### config.mk
export PLATFORM = sky130hd
export DESIGN_NAME = tra_div
export DESIGN_NICKNAME = d
export VERILOG_FILES = /design/src/design/tra_pkg.sv /design/src/design/tra_div.sv
export SDC_FILE = /design/constraint.sdc
export NUM_CORES = 2
export LEC_CHECK = 0
export BUFFER_PORTS_ARGS = -buffer_cell sky130_fd_sc_hd__buf_2
export CAP_MARGIN = 20
export CORE_MARGIN = 2
export CORE_UTILIZATION = 55
export DETAILED_ROUTE_END_ITERATION = 12
export PLACE_DENSITY_LB_ADDON = 0.08
export REMOVE_ABC_BUFFERS = 1
export SETUP_SLACK_MARGIN = 0.05
export SYNTH_ARGS = -nofsm -noshare
export SYNTH_HDL_FRONTEND = slang
export SYNTH_SLANG_ARGS = --single-unit
### constraint.sdc
create_clock -name clock -period 29 [get_ports clock]
set_input_delay 5.8 -clock clock [delete_from_list [all_inputs] [get_ports clock]]
set_output_delay 5.8 -clock clock [all_outputs]
set_load 0.01 [all_outputs]
### src/design/tra_pkg.sv
// Shared widths, constants and types of the tanh rational activation pipeline.
`default_nettype none
package tra_pkg;
   localparam int X_W    = 16;
   localparam int Y_W    = 16;
   localparam int AXF_W  = 17;
   localparam int AX_W   = 14;
   localparam int FRAC_W = 20;
   localparam int U_W    = 25;
   localparam int N1_W   = 29;
   localparam int N2_W   = 35;
   localparam int N3_W   = 40;
   localparam int D1_W   = 32;
   localparam int D2_W   = 38;
   localparam int D3_W   = 42;
   localparam int NUM_W  = 57;
   localparam int Q_W    = 15;
   localparam int MAG_W  = 15;
   localparam int PROD_W = 2 * MAG_W;
   localparam int SQ_SH  = 14;

   localparam logic [AXF_W-1:0]  SAT_LIMIT = 17'd10036;
   localparam logic [AXF_W-1:0]  X_WRAP    = 17'h10000;
   localparam logic [MAG_W-1:0]  MAG_ONE   = 15'd16384;
   localparam logic [Y_W-1:0]    Y_ONE     = 16'd16384;
   localparam logic [Y_W-1:0]    Y_ZERO    = 16'd0;
   localparam logic [PROD_W-1:0] SQ_ROUND  = 30'd8192;

   localparam logic [D1_W-1:0] D1_MUL = 32'd28;
   localparam logic [N1_W-1:0] N1_ADD = N1_W'(64'd378 << FRAC_W);
   localparam logic [N2_W-1:0] N2_ADD = N2_W'(64'd17325 << FRAC_W);
   localparam logic [N3_W-1:0] N3_ADD = N3_W'(64'd135135 << FRAC_W);
   localparam logic [D1_W-1:0] D1_ADD = D1_W'(64'd3150 << FRAC_W);
   localparam logic [D2_W-1:0] D2_ADD = D2_W'(64'd62370 << FRAC_W);
   localparam logic [D3_W-1:0] D3_ADD = D3_W'(64'd135135 << FRAC_W);

   localparam logic OP_TANH  = 1'b0;
   localparam logic OP_DERIV = 1'b1;

   typedef struct packed {
      logic opcode;
      logic neg;
      logic sat;
      logic zero;
      logic last;
   } side_type;
endpackage
`default_nettype wire

### src/design/tra_div.sv
// Restoring divider, one quotient bit per pipeline stage.
`default_nettype none
module tra_div (
   input  wire logic                     clock,
   input  wire logic                     reset,
   input  wire logic                     in_valid,
   output logic                          in_ready,
   input  wire logic [tra_pkg::NUM_W-1:0] in_num,
   input  wire logic [tra_pkg::D3_W-1:0]  in_den,
   input  wire tra_pkg::side_type         in_side,
   output logic                          out_valid,
   input  wire logic                     out_ready,
   output logic [tra_pkg::Q_W-1:0]        out_q,
   output tra_pkg::side_type              out_side
);
   localparam int STAGES = tra_pkg::Q_W;

   logic                      v_ff    [STAGES];
   logic [tra_pkg::NUM_W-1:0] rem_ff  [STAGES];
   logic [tra_pkg::D3_W-1:0]  den_ff  [STAGES];
   logic [tra_pkg::Q_W-1:0]   q_ff    [STAGES];
   tra_pkg::side_type         side_ff [STAGES];
   logic [STAGES:0]           rdy;

   always_comb begin
      rdy[STAGES] = out_ready;
      for (int k = STAGES - 1; k >= 0; k--) begin
         rdy[k] = !v_ff[k] || rdy[k+1];
      end
   end

   assign in_ready = rdy[0];

   for (genvar k = 0; k < STAGES; k++) begin : g_stage
      localparam int SH = STAGES - 1 - k;
      logic                      v_prev;
      logic [tra_pkg::NUM_W-1:0] rem_prev;
      logic [tra_pkg::D3_W-1:0]  den_prev;
      logic [tra_pkg::Q_W-1:0]   q_prev;
      tra_pkg::side_type         side_prev;
      logic [tra_pkg::NUM_W-1:0] trial;
      logic                      take;

      if (k == 0) begin : g_head
         assign v_prev    = in_valid;
         assign rem_prev  = in_num;
         assign den_prev  = in_den;
         assign q_prev    = '0;
         assign side_prev = in_side;
      end else begin : g_body
         assign v_prev    = v_ff[k-1];
         assign rem_prev  = rem_ff[k-1];
         assign den_prev  = den_ff[k-1];
         assign q_prev    = q_ff[k-1];
         assign side_prev = side_ff[k-1];
      end

      assign trial = tra_pkg::NUM_W'(den_prev) << SH;
      assign take  = rem_prev >= trial;

      always_ff @(posedge clock) begin
         if (reset) begin
            v_ff[k] <= 1'b0;
         end else if (rdy[k]) begin
            v_ff[k] <= v_prev;
         end
      end

      always_ff @(posedge clock) begin
         if (rdy[k]) begin
            rem_ff[k]  <= take ? (rem_prev - trial) : rem_prev;
            den_ff[k]  <= den_prev;
            q_ff[k]    <= q_prev | (tra_pkg::Q_W'(take) << SH);
            side_ff[k] <= side_prev;
         end
      end
   end

   assign out_valid = v_ff[STAGES-1];
   assign out_q     = q_ff[STAGES-1];
   assign out_side  = side_ff[STAGES-1];
endmodule
`default_nettype wire

==> reports/metrics.yaml <==
detail_route.wl_per_cell_um: 20.4
fin_total_pwr_mw: 11.0
proportion_of_layout_cells_with_a_drive_suffix_above_1_pct: 7.29
io_buffers: 129
cts_post_setup_buffers_inserted: 0
synth.yosys.warnings: 0
path_clk_slew_ps: 60
maximum_number_of_pins_on_one_net_before_global_route_repair: 103
final_count_of_pins_violating_max_slew: 0
final.period_utilization_pct: 53.1
cts_made_buffers: 172
postSynthRegisterBits: 1596
postCtsHoldBufs: 0
rows: 151
grt_pass1_vias: 66815
post_synthesis_cell_area_um2: 93900
track_usage_pct: 26.4
worst_skew_pair.late_latency_ps: 820
die-width_um: 417
tritoncts: "done"
power.density_nw_per_um2: 107
worst_hold_path_type: "reg2reg"
worst_clock_skew_ps: 23.6
clock_tree.htree_level_count: 4
placeableCoreArea_um2: 169000
power_report.internal_total_mw: 6.76
setup-tns-final_ps: 0
worst_hold_path.num_cells: 0
pwr-share-seq_pct: 34.9
residual_drc_count: 0
routed-via-count: 66357
layout.nets: 9683
timing.critical_path.to_type: "output pin"
worstPathArrival_ps: 9600
grt_antenna_before_repair: 2
synth_edf_count: 1596
fmax_ghz: 0.0649
power_switching_share_pct: 38.4
ant_nets: 0
power.leakage_nw: 42.0
reg2regPathDepth: 11
nFillCells: 13798
report.final.setup_viol: 0
post_cts_resize_count: 0
post_synth.cell_area_avg_um2: 10.5
postSynthCellCount: 8901
rsz0062_at_grt: "no"
setup.worst_path.class: "in2out"
start_kind: "input port"
drt-vias-per-instance: 5.88
overflow: 0
fraction_of_synthesis_flops_using_an_asynchronous_set_or_reset_pin_pct: 0
postSynth.topFlopCell: "edfxtp_1"
crit_path_max_fanout: 51
grt_pass1_wl_um: 359000
die_height_um: 417
max_cap_viol_count: 0
numPlacedInstances: 10975
clock_sink_count: 1596
routed_wl_um: 231000
max_clock_buf_depth: 3
synth_cell_type_count: 104
io_pins: 130
fp.dieArea_um2: 174000
place_hpwl_um: 182000
finalNonFillerCells: 11294
area_growth_syn_to_layout_pct: 8.81
synth-seq-area-share_pct: 51.0
power.clock.fraction_pct: 19.8
multi_input_comb_area_um2: 41700
detail_route.first_pass.iterations: 8
drt_iter0_drc: 4746
slew-limit-headroom_pct: 19.2
p_comb_share_pct: 45.3
finalHoldViolCount: 0
net-switching-power_mw: 4.22
ff_latch_area_um2: 47900
gpl.final_weighted_congestion: 0.988
outcome: "finished clean"
initial_util_pct: 55.4
final_critical_path_time_including_i_o_delays_and_setup_ps: 15400
critPathRequiredTime_ps: 23200
worst_slew_pin_slew_ps: 1200
worst_ir_drop_vdd_uv: 60.4
clock_tree.root_cell: "clkbuf_16"
-- synth_stat cells (all sizes together), types with 167 or more instances --
master,instances,area (um2)
xor2,258,2260
nor2,592,2220
xnor2,348,3050
nand4,168,1050
inv,805,3020
o21ai,606,3040
edfxtp,1596,47900
a21oi,806,4050
ha,630,7880
a21o,384,2880
clkbuf,242,912
nand2,708,2660
nand3,167,836
-- registers in the layout, summed over array words and instances (netlist names) --
register and flops:
side_ff 75, den_ff 588, v_ff 15, rem_ff 798, q_ff 120
-- power by group through the flow --
stage,Clock [mW],Combinational (mW),Sequential [mW]
2_1_floorplan,0,3.75,3.71
3_3_place_gp,0,4.81,3.86
3_5_place_dp,0,4.88,3.87
4_1_cts,2.23,4.91,3.83
5_1_grt,2.31,5.49,3.90
6_report,2.17,4.97,3.84
-- critical path, cell delays in order --
cell and delay (ps):
buf_2 100, nor2b_1 350, nand2_4 190, nor2_1 410, and3_1 400, and2_1 320, inv_4 250, nor2_1 520
and3_1 370, and2_1 400, nand3_4 230, buf_2 210
-- worst paths after layout --
path	start	endpoint	slack, ps
worst min register to register	q_ff[1][81]	q_ff[1][96]	410
worst max register to register	den_ff[0][2]	rem_ff[0][79]	23430
worst min-delay path	q_ff[1][81]	q_ff[1][96]	410
worst max-delay path	out_ready	in_ready	13600
-- cell usage in the layout, fill, tap and decap left out, types with 31 or more instances in the layout --
cell type / n
o21bai_1: 86
o21ai_0: 594
o21a_1: 95
o211ai_1: 50
nor2b_1: 87
a21oi_1: 801
a21o_1: 384
nand3_1: 166
and2_1: 38
nand2b_1: 82
inv_1: 795
xor2_1: 258
o31ai_1: 45
buf_4: 48
edfxtp_1: 1596
and3_1: 75
nand2_1: 702
clkbuf_16: 174
clkinv_1: 32
nand4_1: 168
a211oi_1: 62
buf_2: 131
nor3_1: 105
nor4_1: 71
or3_1: 37
ha_1: 630
xnor2_1: 348
a31oi_1: 82
or2_2: 31
clkinv_2: 38
nor2_1: 592
mux2_2: 82
-- layer usage --
metal  vias up  global-route usage [%]  part of all wire (%)
met5         -                       0                     0
met1     31156                    26.4                    36
met2      1799                    49.9                    53
met4         0                    19.9                   8.3
li1      32746                       -                     -
met3       656                    2.95                   3.1
-- layout make-up --
cell class	count	share of cell area [%]
clock inverter	119	1.18
multi-input combinational	6175	40.8
sequential	1596	46.9
tap	2218	2.72
antenna	4	0.00980
timing repair buffer	180	1.01
clock buffer	196	4.34
inverter	806	2.98
-- cell families (layout without fill, tap and decap cells) --
family / count (synthesis) / in the layout / share of synthesized area, %
AO/OA/AOI/OAI: 2520 / 2520 / 16.9
XOR/XNOR: 606 / 606 / 5.65
adder cells (fa/ha/maj): 644 / 644 / 8.69
buffers and inverters: 1130 / 1301 / 4.66
flip-flops: 1596 / 1596 / 51.0
multiplexers: 89 / 89 / 1.06
other: 0 / 4 / 0
AND/OR/NAND/NOR: 2316 / 2316 / 12.0
-- stage by stage --
step	hold WS, ps	setup WS, ps	util (%)	cell area (um2)
after floorplan	400	8450	-	92500
after global placement	400	13710	56.9	96500
after detailed placement	405	13590	56.9	96500
after CTS	407	13520	60.3	102000
after global routing	415	13320	60.3	102000
final	410	13600	60.3	102000
(Power assumes the default switching activity.)
