$ cat config.mk
export PLATFORM = sky130hd
export DESIGN_NAME = tra_back
export DESIGN_NICKNAME = d
export VERILOG_FILES = /design/src/design/tra_pkg.sv /design/src/design/tra_back.sv
export SDC_FILE = /design/constraint.sdc
export NUM_CORES = 1
export LEC_CHECK = 0
export ABC_AREA = 1
export BUFFER_PORTS_ARGS = -buffer_cell sky130_fd_sc_hd__buf_2
export CAP_MARGIN = 5
export CORE_ASPECT_RATIO = 1.1
export CORE_MARGIN = 8
export CORE_UTILIZATION = 58
export DETAILED_ROUTE_END_ITERATION = 7
export PLACE_DENSITY_LB_ADDON = 0.1
export SYNTH_ARGS = -nofsm -noshare
export SYNTH_HDL_FRONTEND = slang
export SYNTH_SLANG_ARGS = --single-unit
$ cat constraint.sdc
create_clock -name clock -period 6.7 [get_ports clock]
set_clock_uncertainty 0.2 [all_clocks]
set_input_delay 0.67 -clock clock [delete_from_list [all_inputs] [get_ports clock]]
set_output_delay 0.67 -clock clock [all_outputs]
set_load 0.01 [all_outputs]
$ cat src/design/tra_pkg.sv
// Shared widths, constants and types of the tanh rational activation pipeline.
`default_nettype none
package tra_pkg;
   localparam int X_W    = 16;
   localparam int Y_W    = 16;
   localparam int AXF_W  = 17;
   localparam int AX_W   = 14;
   localparam int FRAC_W = 20;
   localparam int U_W    = 25;
   localparam int N1_W   = 29;
   localparam int N2_W   = 35;
   localparam int N3_W   = 40;
   localparam int D1_W   = 32;
   localparam int D2_W   = 38;
   localparam int D3_W   = 42;
   localparam int NUM_W  = 57;
   localparam int Q_W    = 15;
   localparam int MAG_W  = 15;
   localparam int PROD_W = 2 * MAG_W;
   localparam int SQ_SH  = 14;

   localparam logic [AXF_W-1:0]  SAT_LIMIT = 17'd10036;
   localparam logic [AXF_W-1:0]  X_WRAP    = 17'h10000;
   localparam logic [MAG_W-1:0]  MAG_ONE   = 15'd16384;
   localparam logic [Y_W-1:0]    Y_ONE     = 16'd16384;
   localparam logic [Y_W-1:0]    Y_ZERO    = 16'd0;
   localparam logic [PROD_W-1:0] SQ_ROUND  = 30'd8192;

   localparam logic [D1_W-1:0] D1_MUL = 32'd28;
   localparam logic [N1_W-1:0] N1_ADD = N1_W'(64'd378 << FRAC_W);
   localparam logic [N2_W-1:0] N2_ADD = N2_W'(64'd17325 << FRAC_W);
   localparam logic [N3_W-1:0] N3_ADD = N3_W'(64'd135135 << FRAC_W);
   localparam logic [D1_W-1:0] D1_ADD = D1_W'(64'd3150 << FRAC_W);
   localparam logic [D2_W-1:0] D2_ADD = D2_W'(64'd62370 << FRAC_W);
   localparam logic [D3_W-1:0] D3_ADD = D3_W'(64'd135135 << FRAC_W);

   localparam logic OP_TANH  = 1'b0;
   localparam logic OP_DERIV = 1'b1;

   typedef struct packed {
      logic opcode;
      logic neg;
      logic sat;
      logic zero;
      logic last;
   } side_type;
endpackage
`default_nettype wire

$ cat src/design/tra_back.sv
// Back pipeline: cap and saturation, derivative square and the output register.
`default_nettype none
module tra_back (
   input  wire logic                    clock,
   input  wire logic                    reset,
   input  wire logic                    in_valid,
   output logic                         in_ready,
   input  wire logic [tra_pkg::Q_W-1:0]  in_q,
   input  wire tra_pkg::side_type        in_side,
   output logic                         out_valid,
   input  wire logic                    out_ready,
   output logic [tra_pkg::Y_W-1:0]       out_y,
   output logic                         out_last
);
   logic va_ff, vb_ff;
   logic rdy_a, rdy_b;
   logic [tra_pkg::MAG_W-1:0]  mag_in, mag_ff;
   logic [tra_pkg::PROD_W-1:0] prod_ff;
   tra_pkg::side_type          side_a_ff;
   logic [tra_pkg::PROD_W-1:0] sq_round;
   logic [tra_pkg::Y_W-1:0]    y_in, y_ff;
   logic                       last_ff;

   assign rdy_b    = !vb_ff || out_ready;
   assign rdy_a    = !va_ff || rdy_b;
   assign in_ready = rdy_a;

   always_comb begin
      if (in_side.sat || (tra_pkg::MAG_W'(in_q) > tra_pkg::MAG_ONE)
          || (in_q > tra_pkg::Q_W'(tra_pkg::MAG_ONE))) begin
         mag_in = tra_pkg::MAG_ONE;
      end else begin
         mag_in = tra_pkg::MAG_W'(in_q);
      end
   end

   always_comb begin
      sq_round = (prod_ff + tra_pkg::SQ_ROUND) >> tra_pkg::SQ_SH;
      if (side_a_ff.opcode == tra_pkg::OP_TANH) begin
         y_in = side_a_ff.neg ? (tra_pkg::Y_ZERO - tra_pkg::Y_W'(mag_ff))
                              : tra_pkg::Y_W'(mag_ff);
      end else if (side_a_ff.zero) begin
         y_in = tra_pkg::Y_ONE;
      end else if (side_a_ff.sat) begin
         y_in = tra_pkg::Y_ZERO;
      end else begin
         y_in = tra_pkg::Y_ONE - tra_pkg::Y_W'(sq_round);
      end
   end

   always_ff @(posedge clock) begin
      if (reset) begin
         va_ff <= 1'b0;
         vb_ff <= 1'b0;
      end else begin
         if (rdy_a) begin
            va_ff <= in_valid;
         end
         if (rdy_b) begin
            vb_ff <= va_ff;
         end
      end
   end

   always_ff @(posedge clock) begin
      if (rdy_a) begin
         mag_ff    <= mag_in;
         prod_ff   <= mag_in * mag_in;
         side_a_ff <= in_side;
      end
      if (rdy_b) begin
         y_ff    <= y_in;
         last_ff <= side_a_ff.last;
      end
   end

   assign out_valid = vb_ff;
   assign out_y     = y_ff;
   assign out_last  = last_ff;

   a_deriv_zero : assert property (@(posedge clock) disable iff (reset)
      (va_ff && rdy_b && side_a_ff.opcode == tra_pkg::OP_DERIV && side_a_ff.zero)
      |=> (y_ff == tra_pkg::Y_ONE))
      else $error("derivative at zero is not one");

   a_tanh_sat : assert property (@(posedge clock) disable iff (reset)
      (va_ff && rdy_b && side_a_ff.opcode == tra_pkg::OP_TANH && side_a_ff.sat)
      |=> (y_ff == tra_pkg::Y_ONE || y_ff == (tra_pkg::Y_ZERO - tra_pkg::Y_ONE)))
      else $error("saturated tanh is not plus or minus one");

   a_y_range : assert property (@(posedge clock) disable iff (reset)
      vb_ff |-> ($signed(y_ff) <= $signed(tra_pkg::Y_ONE)
                 && $signed(y_ff) >= -$signed(tra_pkg::Y_ONE)))
      else $error("result beyond unit range");
endmodule
`default_nettype wire

==> results of run 1 <==
[cell families after synthesis]
group,after synthesis,share of synthesized area (%)
compound gates,110,6.57
xor+xnor,19,1.76
fa+ha+maj,224,40.5
buf+inv,304,12.2
flops,56,17.6
other cells,2,0.0794
simple gates,449,21.3
[cells in the mapped netlist (3+ instances only)]
| cell type | count |
|---|---|
| xnor2_1 | 6 |
| nor3_1 | 17 |
| nand2_1 | 197 |
| nand3_1 | 52 |
| nor2_1 | 131 |
| fa_1 | 137 |
| nand3_2 | 3 |
| xor2_1 | 13 |
| or2_2 | 3 |
| inv_1 | 287 |
| ha_1 | 87 |
| nand4_1 | 8 |
| nor2_4 | 9 |
| buf_2 | 3 |
| nor2_2 | 4 |
| o21ai_1 | 4 |
| a21o_1 | 7 |
| nand2_2 | 11 |
| clkbuf_1 | 5 |
| inv_2 | 8 |
| o22ai_1 | 3 |
| edfxtp_1 | 54 |
| a21oi_1 | 45 |
| nand3b_1 | 4 |
| a31oi_1 | 3 |
| o21ai_0 | 33 |
[metrics by stage]
stage               hold slack, ns  cells
floorplan                    0.200   1182
global placement             0.203   1555
detailed placement           0.212   1555
CTS                          0.228   1563
global route                 0.237   1571
finish                       0.234   1571
[where the power goes]
group	leakage [nW]	internal (mW)	switching (mW)
Combinational	5.43	0.930	1.22
Clock	0.0748	0.142	0.129
Sequential	0.617	0.511	0.0717
Total	6.12	1.58	1.42
[registers in the layout, indices dropped and copies added, names as in the netlist]
register	count
out_valid	1
side_a_ff	5
out_last	1
out_y	16
mag_ff	15
va_ff	1
prod_ff	17
[path summary, 6_finish.rpt]
path           startpoint           to  cells past startpoint
max               in_q[9]  prod_ff[29]                     32
min          side_a_ff[0]     out_last                      0
max reg2reg   prod_ff[13]    out_y[12]                     10
min reg2reg  side_a_ff[0]     out_last                      0
[layer usage]
| layer | GRT usage (%) | vias to the layer above | routed length [um] |
|---|---|---|---|
| li1 | - | 3969 | - |
| met1 | 28.6 | 3919 | 9650 |
| met2 | 46.9 | 208 | 13400 |
| met3 | 3.12 | 62 | 1220 |
| met4 | 9.47 | 2 | 975 |
| met5 | 0 | - | 13 |
[final cells by class]
class	instances	area [sq um]	area share, %
multi-input combinational	822	7010	60.9
inverter	295	1110	9.66
timing repair buffer	186	1320	11.5
sequential	56	1660	14.4
clock buffer	5	125	1.09
clock inverter	3	26.3	0.228
tap	204	255	2.22
[cells in the final DEF (no fill, tap or decap), types with 8 or more instances in the layout]
cell and instances:
a21oi_1 35, a21oi_2 10, buf_2 42, buf_4 138, conb_1 20, edfxtp_1 54
fa_1 134, ha_1 81, inv_1 275, inv_2 18, nand2_1 188, nand2_2 20
nand3_1 50, nand4_1 8, nor2_1 106, nor2_2 18, nor2_4 20, nor3_1 16
o21ai_0 29, xor2_1 13
[repair_timing]
action	CTS	global route
pin swaps	3	52
endpoints found under the setup margin	5	17
setup buffers	0	8
cloned	0	0
resized for setup	7	84
==> results.cfg, run 1 <==
[clock_network]
clock-sinks = 56
cts_htree_levels = 2
cts_tree = done
clk_latency_ns = 0.30
path_clk_slew_ns = 0.07
cts_buffers = 5
root_buffer = clkbuf_16
clk_path_buf_depth = 2
cts_hold_repair.buffers = 0

[drt]
ant_nets = 0
vias_per_cell = 5.19
via_count = 8160
totalWireLength_um = 25300
wl_per_cell_um = 16.1
dr.pass1.iters = 5
drc = 0
drt_iter0_drc = 375

[placement]
hpwl_um = 22400
placed_area_sq_um = 11000
dp_slack_ns = -0.433
portBuffers = 42
gp_congestion = 0.983

[yosys]
avgSynthCellArea_sq_um = 8.13
ys_seq_elements = 56
synth.area.top_cells = fa_1, edfxtp_1, ha_1
synth-seq-area-share_pct = 17.6
synth_area_leader_cell = fa_1
synth_edf_count = 54
ys_types = 45
netlist_area_sq_um = 9460
synth_top_area_share_pct = 29.0
yosys_warnings = 0
synthArstFlopShare_pct = 0
synthCells = 1164
synth_ff_type = edfxtp_1

[global_route]
grt_start_max_net_pins = 40
grt_pass1_wl_um = 40500
antenna_found_initial = 1
track_usage_pct = 25.2
grt_pass1_vias = 8455
grt-ovfl-total = 0

[floorplan]
io_pins = 43
fp.dieW_um = 138
die_h_um = 150
rows = 49
core_area_sq_um = 16200
initial_core_util_pct = 58.4
die_area_sq_um = 20700

[layout]
nNetsFinal = 1614
area_delta_synth_final_pct = 21.7
drive_above_1_share_pct = 22.8
n_antenna_cell = 0
fillers = 1345
final_util_pct = 71.1
fin_area_sq_um = 11500

[sta]
tns_ns = 0
finalHoldViolCount = 0
tightest_slew_ns = 0.743
drv_slew = 0
fin_crit_ns = 6.50
fin_crit_sh_pct = 97.0
worst_slack_ns = 0.204
clock.fmax_ghz = 0.154
rsz0062_at_grt = true
setup_viol = 0
slew_headroom_pct = 50.3

[power_and_ir_drop]
irDropWorstVdd_mv = 0.201
power_mw = 3.00
p_per_area_nw_per_um2 = 261
power.leakage_nw = 6.12

[critical_path]
worstSetupEndpointType = register
slowest_delay_ns = 0.53
required_ns = 6.56
worstSetupStartpointType = input pin
crit_path_frequent_cell = fa_1
rrSetupSlack_ns = 4.05
path_delay_family = adder cells
arrival_ns = 6.36
slowest_stage = fa_1
critPathKind = input pin to register
cp_num_buf_inv = 9
cp_max_fo = 5

[min_path]
hold_class = register to register

[run_status]
status = finished, final reports clean

[flow_run]
maxCapViolCount = 0
(Power assumes the default switching activity.)
==> inputs of run 2 (changes only) <==
--- a/config.mk
+++ b/config.mk
@@ -8,11 +8,13 @@
 export ABC_AREA = 1
 export BUFFER_PORTS_ARGS = -buffer_cell sky130_fd_sc_hd__buf_2
 export CAP_MARGIN = 5
+export CELL_PAD_IN_SITES_DETAIL_PLACEMENT = 0
+export CELL_PAD_IN_SITES_GLOBAL_PLACEMENT = 1
 export CORE_ASPECT_RATIO = 1.1
 export CORE_MARGIN = 8
-export CORE_UTILIZATION = 58
+export CORE_UTILIZATION = 44
 export DETAILED_ROUTE_END_ITERATION = 7
-export PLACE_DENSITY_LB_ADDON = 0.1
+export PLACE_DENSITY = 0.82
 export SYNTH_ARGS = -nofsm -noshare
 export SYNTH_HDL_FRONTEND = slang
 export SYNTH_SLANG_ARGS = --single-unit
==> run 2 against run 1 <==
Against the previous run: via count shrank 0.17%; utilization shrank 15 points; wire length grew 0.67%; setup slack lost 0.028 ns; largest power group unchanged; maximum frequency shrank 0.42%; register-to-register slack gained 0.06 ns.
==> results.cfg, run 2 (synthesis gave the netlist of run 1 again) <==
[global_route]
grt_pass1_wl_um = 40700
antenna_found_initial = 2
grt_start_max_net_pins = 40
track_usage_pct = 19.4
grt_pass1_vias = 8464
grt-ovfl-total = 0

[sta]
whs_ns = 0.245
finalHoldViolCount = 0
drv_slew = 0
fin_crit_ns = 6.52
fin_crit_sh_pct = 97.4
setup_viol = 0
slew_headroom_pct = 51.6
clock.fmax_ghz = 0.153
tightest_slew_ns = 0.724
rsz0062_at_grt = true

[clock_network]
cts_htree_levels = 2
clk_path_buf_depth = 2
clk_latency_ns = 0.30
cts_tree = done
clock-sinks = 56
path_clk_slew_ns = 0.08
cts_buffers = 5
root_buffer = clkbuf_16
cts_hold_repair.buffers = 0

[layout]
layout_commonest_cell = inv_1
drive_above_1_share_pct = 26.3
final_cell_mix = inv_1, nand2_1, buf_4
fin_area_sq_um = 12000
regMostFlops = prod_ff
area_delta_synth_final_pct = 26.4
final_cells = 1674
largest_register_ffs = 17
n_antenna_cell = 0
fillers = 1988
nNetsFinal = 1631

[power_and_ir_drop]
p_per_area_nw_per_um2 = 274
power_mw = 3.28
irDropWorstVdd_mv = 0.136
power.leakage_nw = 6.23

[critical_path]
critPathKind = input pin to register
arrival_ns = 6.38
worstSetupEndpointType = register
r2r_start = prod_ff[13]
worstSetupStartpointType = input pin
critPathLaunch = in_q[9]
reg2reg_to = out_y[14]
rrSetupSlack_ns = 4.11
required_ns = 6.56
reg2reg_depth = 11
cp_max_fo = 6
setup.worst_path.end = prod_ff[20]

[placement]
hpwl_um = 22400
placed_area_sq_um = 11200
gp_congestion = 0.923
portBuffers = 42
placedCellCount = 1652

[drt]
ant_nets = 0
via_count = 8146
dr.pass1.iters = 5
totalWireLength_um = 25500
drc = 0
drt_iter0_drc = 344
vias_per_cell = 4.87
wl_per_cell_um = 15.2

[floorplan]
rows = 56
core_area_sq_um = 21200
io_pins = 43
initial_core_util_pct = 44.6
die_area_sq_um = 26500
die_h_um = 170
fp.dieW_um = 156

[min_path]
hold_class = register to register

[run_status]
status = finished, final reports clean

[flow_run]
maxCapViolCount = 0
## run 2: cell count changes in the layout (fill, tap and decap cells not counted), sizes merged
| cell | before | now |
|---|---|---|
| buf | 186 | 202 |
| clkinv | 1 | 3 |
| inv | 297 | 296 |
## run 2: per-layer routing
metal	routed length (um)	global-route usage [%]	part of all wire (%)
met5	26	0	0.10
met4	793	7.09	3.1
met3	1270	3.16	5.0
met2	13200	35.8	52
met1	10100	22.2	40
## run 2: layout make-up
type	count	area, sq um	share of cell area [%]
multi-input combinational	822	7220	60.4
timing repair buffer	202	1430	12.0
clock buffer	5	125	1.05
inverter	295	1120	9.39
timing repair inverter	1	8.76	0.0733
sequential	56	1660	13.9
clock inverter	3	22.5	0.188
tap	290	363	3.03
## run 2: worst max-delay path, cell delays in order
cell and delay (ns):
buf_2 0.13, nor2_4 0.13, nand3_4 0.11, nor2_1 0.10, nand2_1 0.09, nand2_4 0.13
buf_12 0.12, inv_6 0.05, nor2_2 0.15, nand2_1 0.12, fa_1 0.50, fa_1 0.55
inv_1 0.05, fa_1 0.50, inv_1 0.05, fa_1 0.48, inv_1 0.06, fa_1 0.54
fa_1 0.51, ha_1 0.35, nand2_1 0.10, inv_1 0.07, a21oi_2 0.18, o21ai_1 0.10
a21oi_1 0.17, o21ai_2 0.10, buf_4 0.14, xor2_1 0.13
## run 2: per-stage QoR
step | util (%) | setup slack [ns] | TNS [ns]
after global placement | 52.6 | -0.377 | -4.75
after global routing | 56.3 | -0.0601 | -0.321
after CTS | 53.5 | 0.00977 | 0
after floorplan | - | 0.00972 | 0
after detailed placement | 52.6 | -0.486 | -5.83
final | 56.3 | 0.176 | 0
## run 2: worst min path at each step
stage	slack, ns	cells after the start	startpoint	to
after floorplan	0.20	0	side_a_ff[0]	out_last
after CTS	0.24	0	side_a_ff[0]	out_last
after global routing	0.24	0	side_a_ff[0]	out_last
final	0.25	0	side_a_ff[0]	out_last
after global placement	0.21	0	side_a_ff[0]	out_last
after detailed placement	0.21	0	side_a_ff[0]	out_last
## run 2: power breakdown
part | switching (mW) | leakage [nW] | total, mW | internal (mW)
Clock | 0.123 | 0.0742 | 0.263 | 0.140
Combinational | 1.36 | 5.54 | 2.43 | 1.08
Sequential | 0.0737 | 0.617 | 0.585 | 0.511
Total | 1.55 | 6.23 | 3.28 | 1.73
## run 2: what timing repair did
item | 4_1_cts | 5_1_grt
gates resized for setup | 11 | 130
pin swaps | 3 | 38
buffers inserted | 0 | 13
gates cloned | 0 | 1
setup endpoints to repair | 11 | 17
==> inputs of run 3 (changes only) <==
--- a/config.mk
+++ b/config.mk
@@ -5,16 +5,16 @@
 export SDC_FILE = /design/constraint.sdc
 export NUM_CORES = 1
 export LEC_CHECK = 0
-export ABC_AREA = 1
 export BUFFER_PORTS_ARGS = -buffer_cell sky130_fd_sc_hd__buf_2
 export CAP_MARGIN = 5
 export CELL_PAD_IN_SITES_DETAIL_PLACEMENT = 0
 export CELL_PAD_IN_SITES_GLOBAL_PLACEMENT = 1
 export CORE_ASPECT_RATIO = 1.1
 export CORE_MARGIN = 8
-export CORE_UTILIZATION = 44
+export CORE_UTILIZATION = 46
 export DETAILED_ROUTE_END_ITERATION = 7
 export PLACE_DENSITY = 0.82
+export SLEW_MARGIN = 20
 export SYNTH_ARGS = -nofsm -noshare
 export SYNTH_HDL_FRONTEND = slang
 export SYNTH_SLANG_ARGS = --single-unit
==> run 3 against run 2 <==
Against the previous run: the flow now finishes with violations (setup timing); count of clock-buffer cells in the layout grew 1; sequential share of layout area is 1.0 points higher; combinational power decreased by 14%; wire length down 16%; critical endpoint is now prod_ff[28]; critical path depth down 1; sequential power increased by 7.2%; die area decreased by 8.0%; first-iteration DRC count shrank 3.8%; synthesized cell count decreased by 21%; maximum frequency down 3.9%; global-route usage is 1.6 points lower.
==> results.cfg, run 3 <==
[drt]
vias_per_cell = 5.06
ant_nets = 0
dr.pass1.iters = 4
drt_iter0_drc = 331
drc = 0
via_count = 6764
totalWireLength_um = 21300
wl_per_cell_um = 16.0

[placement]
hpwl_um = 17700
gp_congestion = 0.884
portBuffers = 42

[clock_network]
cts_hold_repair.buffers = 0
root_buffer = clkbuf_16
path_clk_slew_ns = 0.06
cts_tree = done
cts_buffers = 5
cts_htree_levels = 2
clk_latency_ns = 0.29
clk_path_buf_depth = 2
clock-sinks = 56

[power_and_ir_drop]
irDropWorstVdd_mv = 0.194
p_per_area_nw_per_um2 = 268
power.leakage_nw = 5.52
power_mw = 2.99

[layout]
fillers = 1692
seqCellArea_sq_um = 1660
layout_commonest_cell = inv_1
final_cell_mix = inv_1, fa_1, buf_4
regMostFlops = prod_ff
area_delta_synth_final_pct = 23.7
drive_above_1_share_pct = 26.2
nNetsFinal = 1338
final_util_pct = 58.2
n_antenna_cell = 0
multi_input_area_sq_um = 6990
largest_register_ffs = 17

[yosys]
synth-xor-area-share_pct = 5.83
synthAdderAreaFrac_pct = 42.5
ys_seq_elements = 56
muxShareOfSynthArea_pct = 0.458
synthCells = 921
synth_top_family_by_area = adder cells
synth_top_area_share_pct = 30.4
avgSynthCellArea_sq_um = 9.78
synthArstFlopShare_pct = 0
synth-seq-area-share_pct = 18.4
synth_area_leader_cell = fa_1
synthSimpleGateAreaFrac_pct = 14.3
synth_most_common_cell = inv_1
synth_ff_type = edfxtp_1
synth_edf_count = 54
ys_types = 74
synth.area.top_cells = fa_1, edfxtp_1, ha_1
netlist_area_sq_um = 9010
yosys_warnings = 0
synthTopCellsByCount = inv_1, fa_1, ha_1
synth_compound_area_share_pct = 8.28

[critical_path]
worstSetupEndpointType = register
arrival_ns = 6.63
reg2reg_to = out_y[14]
rrSetupSlack_ns = 3.72
critPathKind = input pin to register
reg2reg_depth = 8
worstSetupStartpointType = input pin
required_ns = 6.54
cp_max_fo = 5
r2r_start = prod_ff[14]

[run_status]
status = finished, violations left
violations = setup timing

[sta]
rsz0062_at_grt = true
tightest_slew_ns = 0.659
fin_crit_sh_pct = 101
slew_headroom_pct = 56.0
tns_ns = -0.293
setup_viol = 6
finalHoldViolCount = 0
drv_slew = 0
fin_crit_ns = 6.79
clock.fmax_ghz = 0.147
worst_slack_ns = -0.0859

[min_path]
hold_start = side_a_ff[0]
holdPathStages = 0
hold_class = register to register
whs_endpoint = out_last

[floorplan]
core_area_sq_um = 19200
die_h_um = 163
fp.dieW_um = 149
io_pins = 43
rows = 53
die_area_sq_um = 24300
initial_core_util_pct = 47.0

[global_route]
grt_pass1_vias = 6950
track_usage_pct = 17.8
grt_pass1_wl_um = 34600
antenna_found_initial = 0
grt-ovfl-total = 0
grt_start_max_net_pins = 39

[flow_run]
maxCapViolCount = 0
## run 3: per-layer routing
metal	part of all wire [%]	up-vias	GRT usage, %	wire [um]
li1	-	3298	-	-
met1	41	3321	21.8	8840
met2	53	117	32.6	11400
met3	3.5	28	2.28	748
met4	1.6	0	3.95	345
met5	0	-	0	0
## run 3: metrics by stage
step	hold slack, ns	worst slack (ns)	cell area (sq um)	instances
floorplan	0.200	0.00230	9280	939
detailed placement	0.216	-0.582	10500	1313
global placement	0.216	-0.503	10500	1313
finish	0.231	-0.0859	11100	1338
CTS	0.239	-0.0723	10700	1322
global route	0.249	-0.274	11100	1338
## run 3: cell families (layout without fill, tap and decap cells)
kind of cell             Yosys count  count (layout)
multiplexers                       4               4
buffers and inverters            228             380
XOR/XNOR                          60              60
AO/OA/AOI/OAI                    109             109
other                              2              20
flip-flops                        56              56
AND/OR/NAND/NOR                  238             238
adder cells (fa/ha/maj)          224             224
## run 3: area by class of cell
type                       instances  area share (%)
multi-input combinational        655            62.7
sequential                        56            14.9
timing repair buffer             172            11.6
inverter                         200            6.74
tap                              247            2.77
clock buffer                       6            1.25
clock inverter                     2          0.0898
## run 3: worst max path at each step
| stage | to | slack, ns | start |
|---|---|---|---|
| 2_1_floorplan | prod_ff[28] | 0.002 | in_q[2] |
| 3_3_place_gp | prod_ff[26] | -0.50 | in_side[2] |
| 3_5_place_dp | prod_ff[26] | -0.58 | in_side[2] |
| 4_1_cts | prod_ff[26] | -0.07 | in_q[13] |
| 5_1_grt | prod_ff[28] | -0.27 | in_q[9] |
| 6_report | prod_ff[28] | -0.09 | in_q[13] |
## run 3: critical path: stages
cell and delay, ns:
buf_2 0.16, nor4_4 0.05, a41oi_2 0.17, buf_6 0.17
nor2b_1 0.05, buf_4 0.15, buf_12 0.13, buf_6 0.10
and2_4 0.14, fa_1 0.51, inv_2 0.06, fa_1 0.58
inv_2 0.05, fa_1 0.52, fa_2 0.44, fa_1 0.49
inv_1 0.05, fa_1 0.48, inv_2 0.04, ha_4 0.22
and3_4 0.19, nor4b_4 0.13, a22oi_2 0.30, o41ai_4 0.12
a2111oi_4 0.40, o21ai_1 0.11, xor2_1 0.16
## run 3: power by group
| group | switching (mW) | internal (mW) | total (mW) | leakage (nW) |
|---|---|---|---|---|
| logic | 1.09 | 1.01 | 2.10 | 4.83 |
| registers | 0.110 | 0.517 | 0.627 | 0.616 |
| clock network | 0.113 | 0.148 | 0.261 | 0.0766 |
| total | 1.31 | 1.67 | 2.99 | 5.52 |
## run 3: what timing repair did
item | 4_1_cts | 5_1_grt
hold endpoints to repair | 0 | 0
gates cloned | 0 | 1
gates resized for setup | 25 | 81
pin swaps | 5 | 49
buffers inserted | 1 | 16
endpoints found under the setup margin | 10 | 12
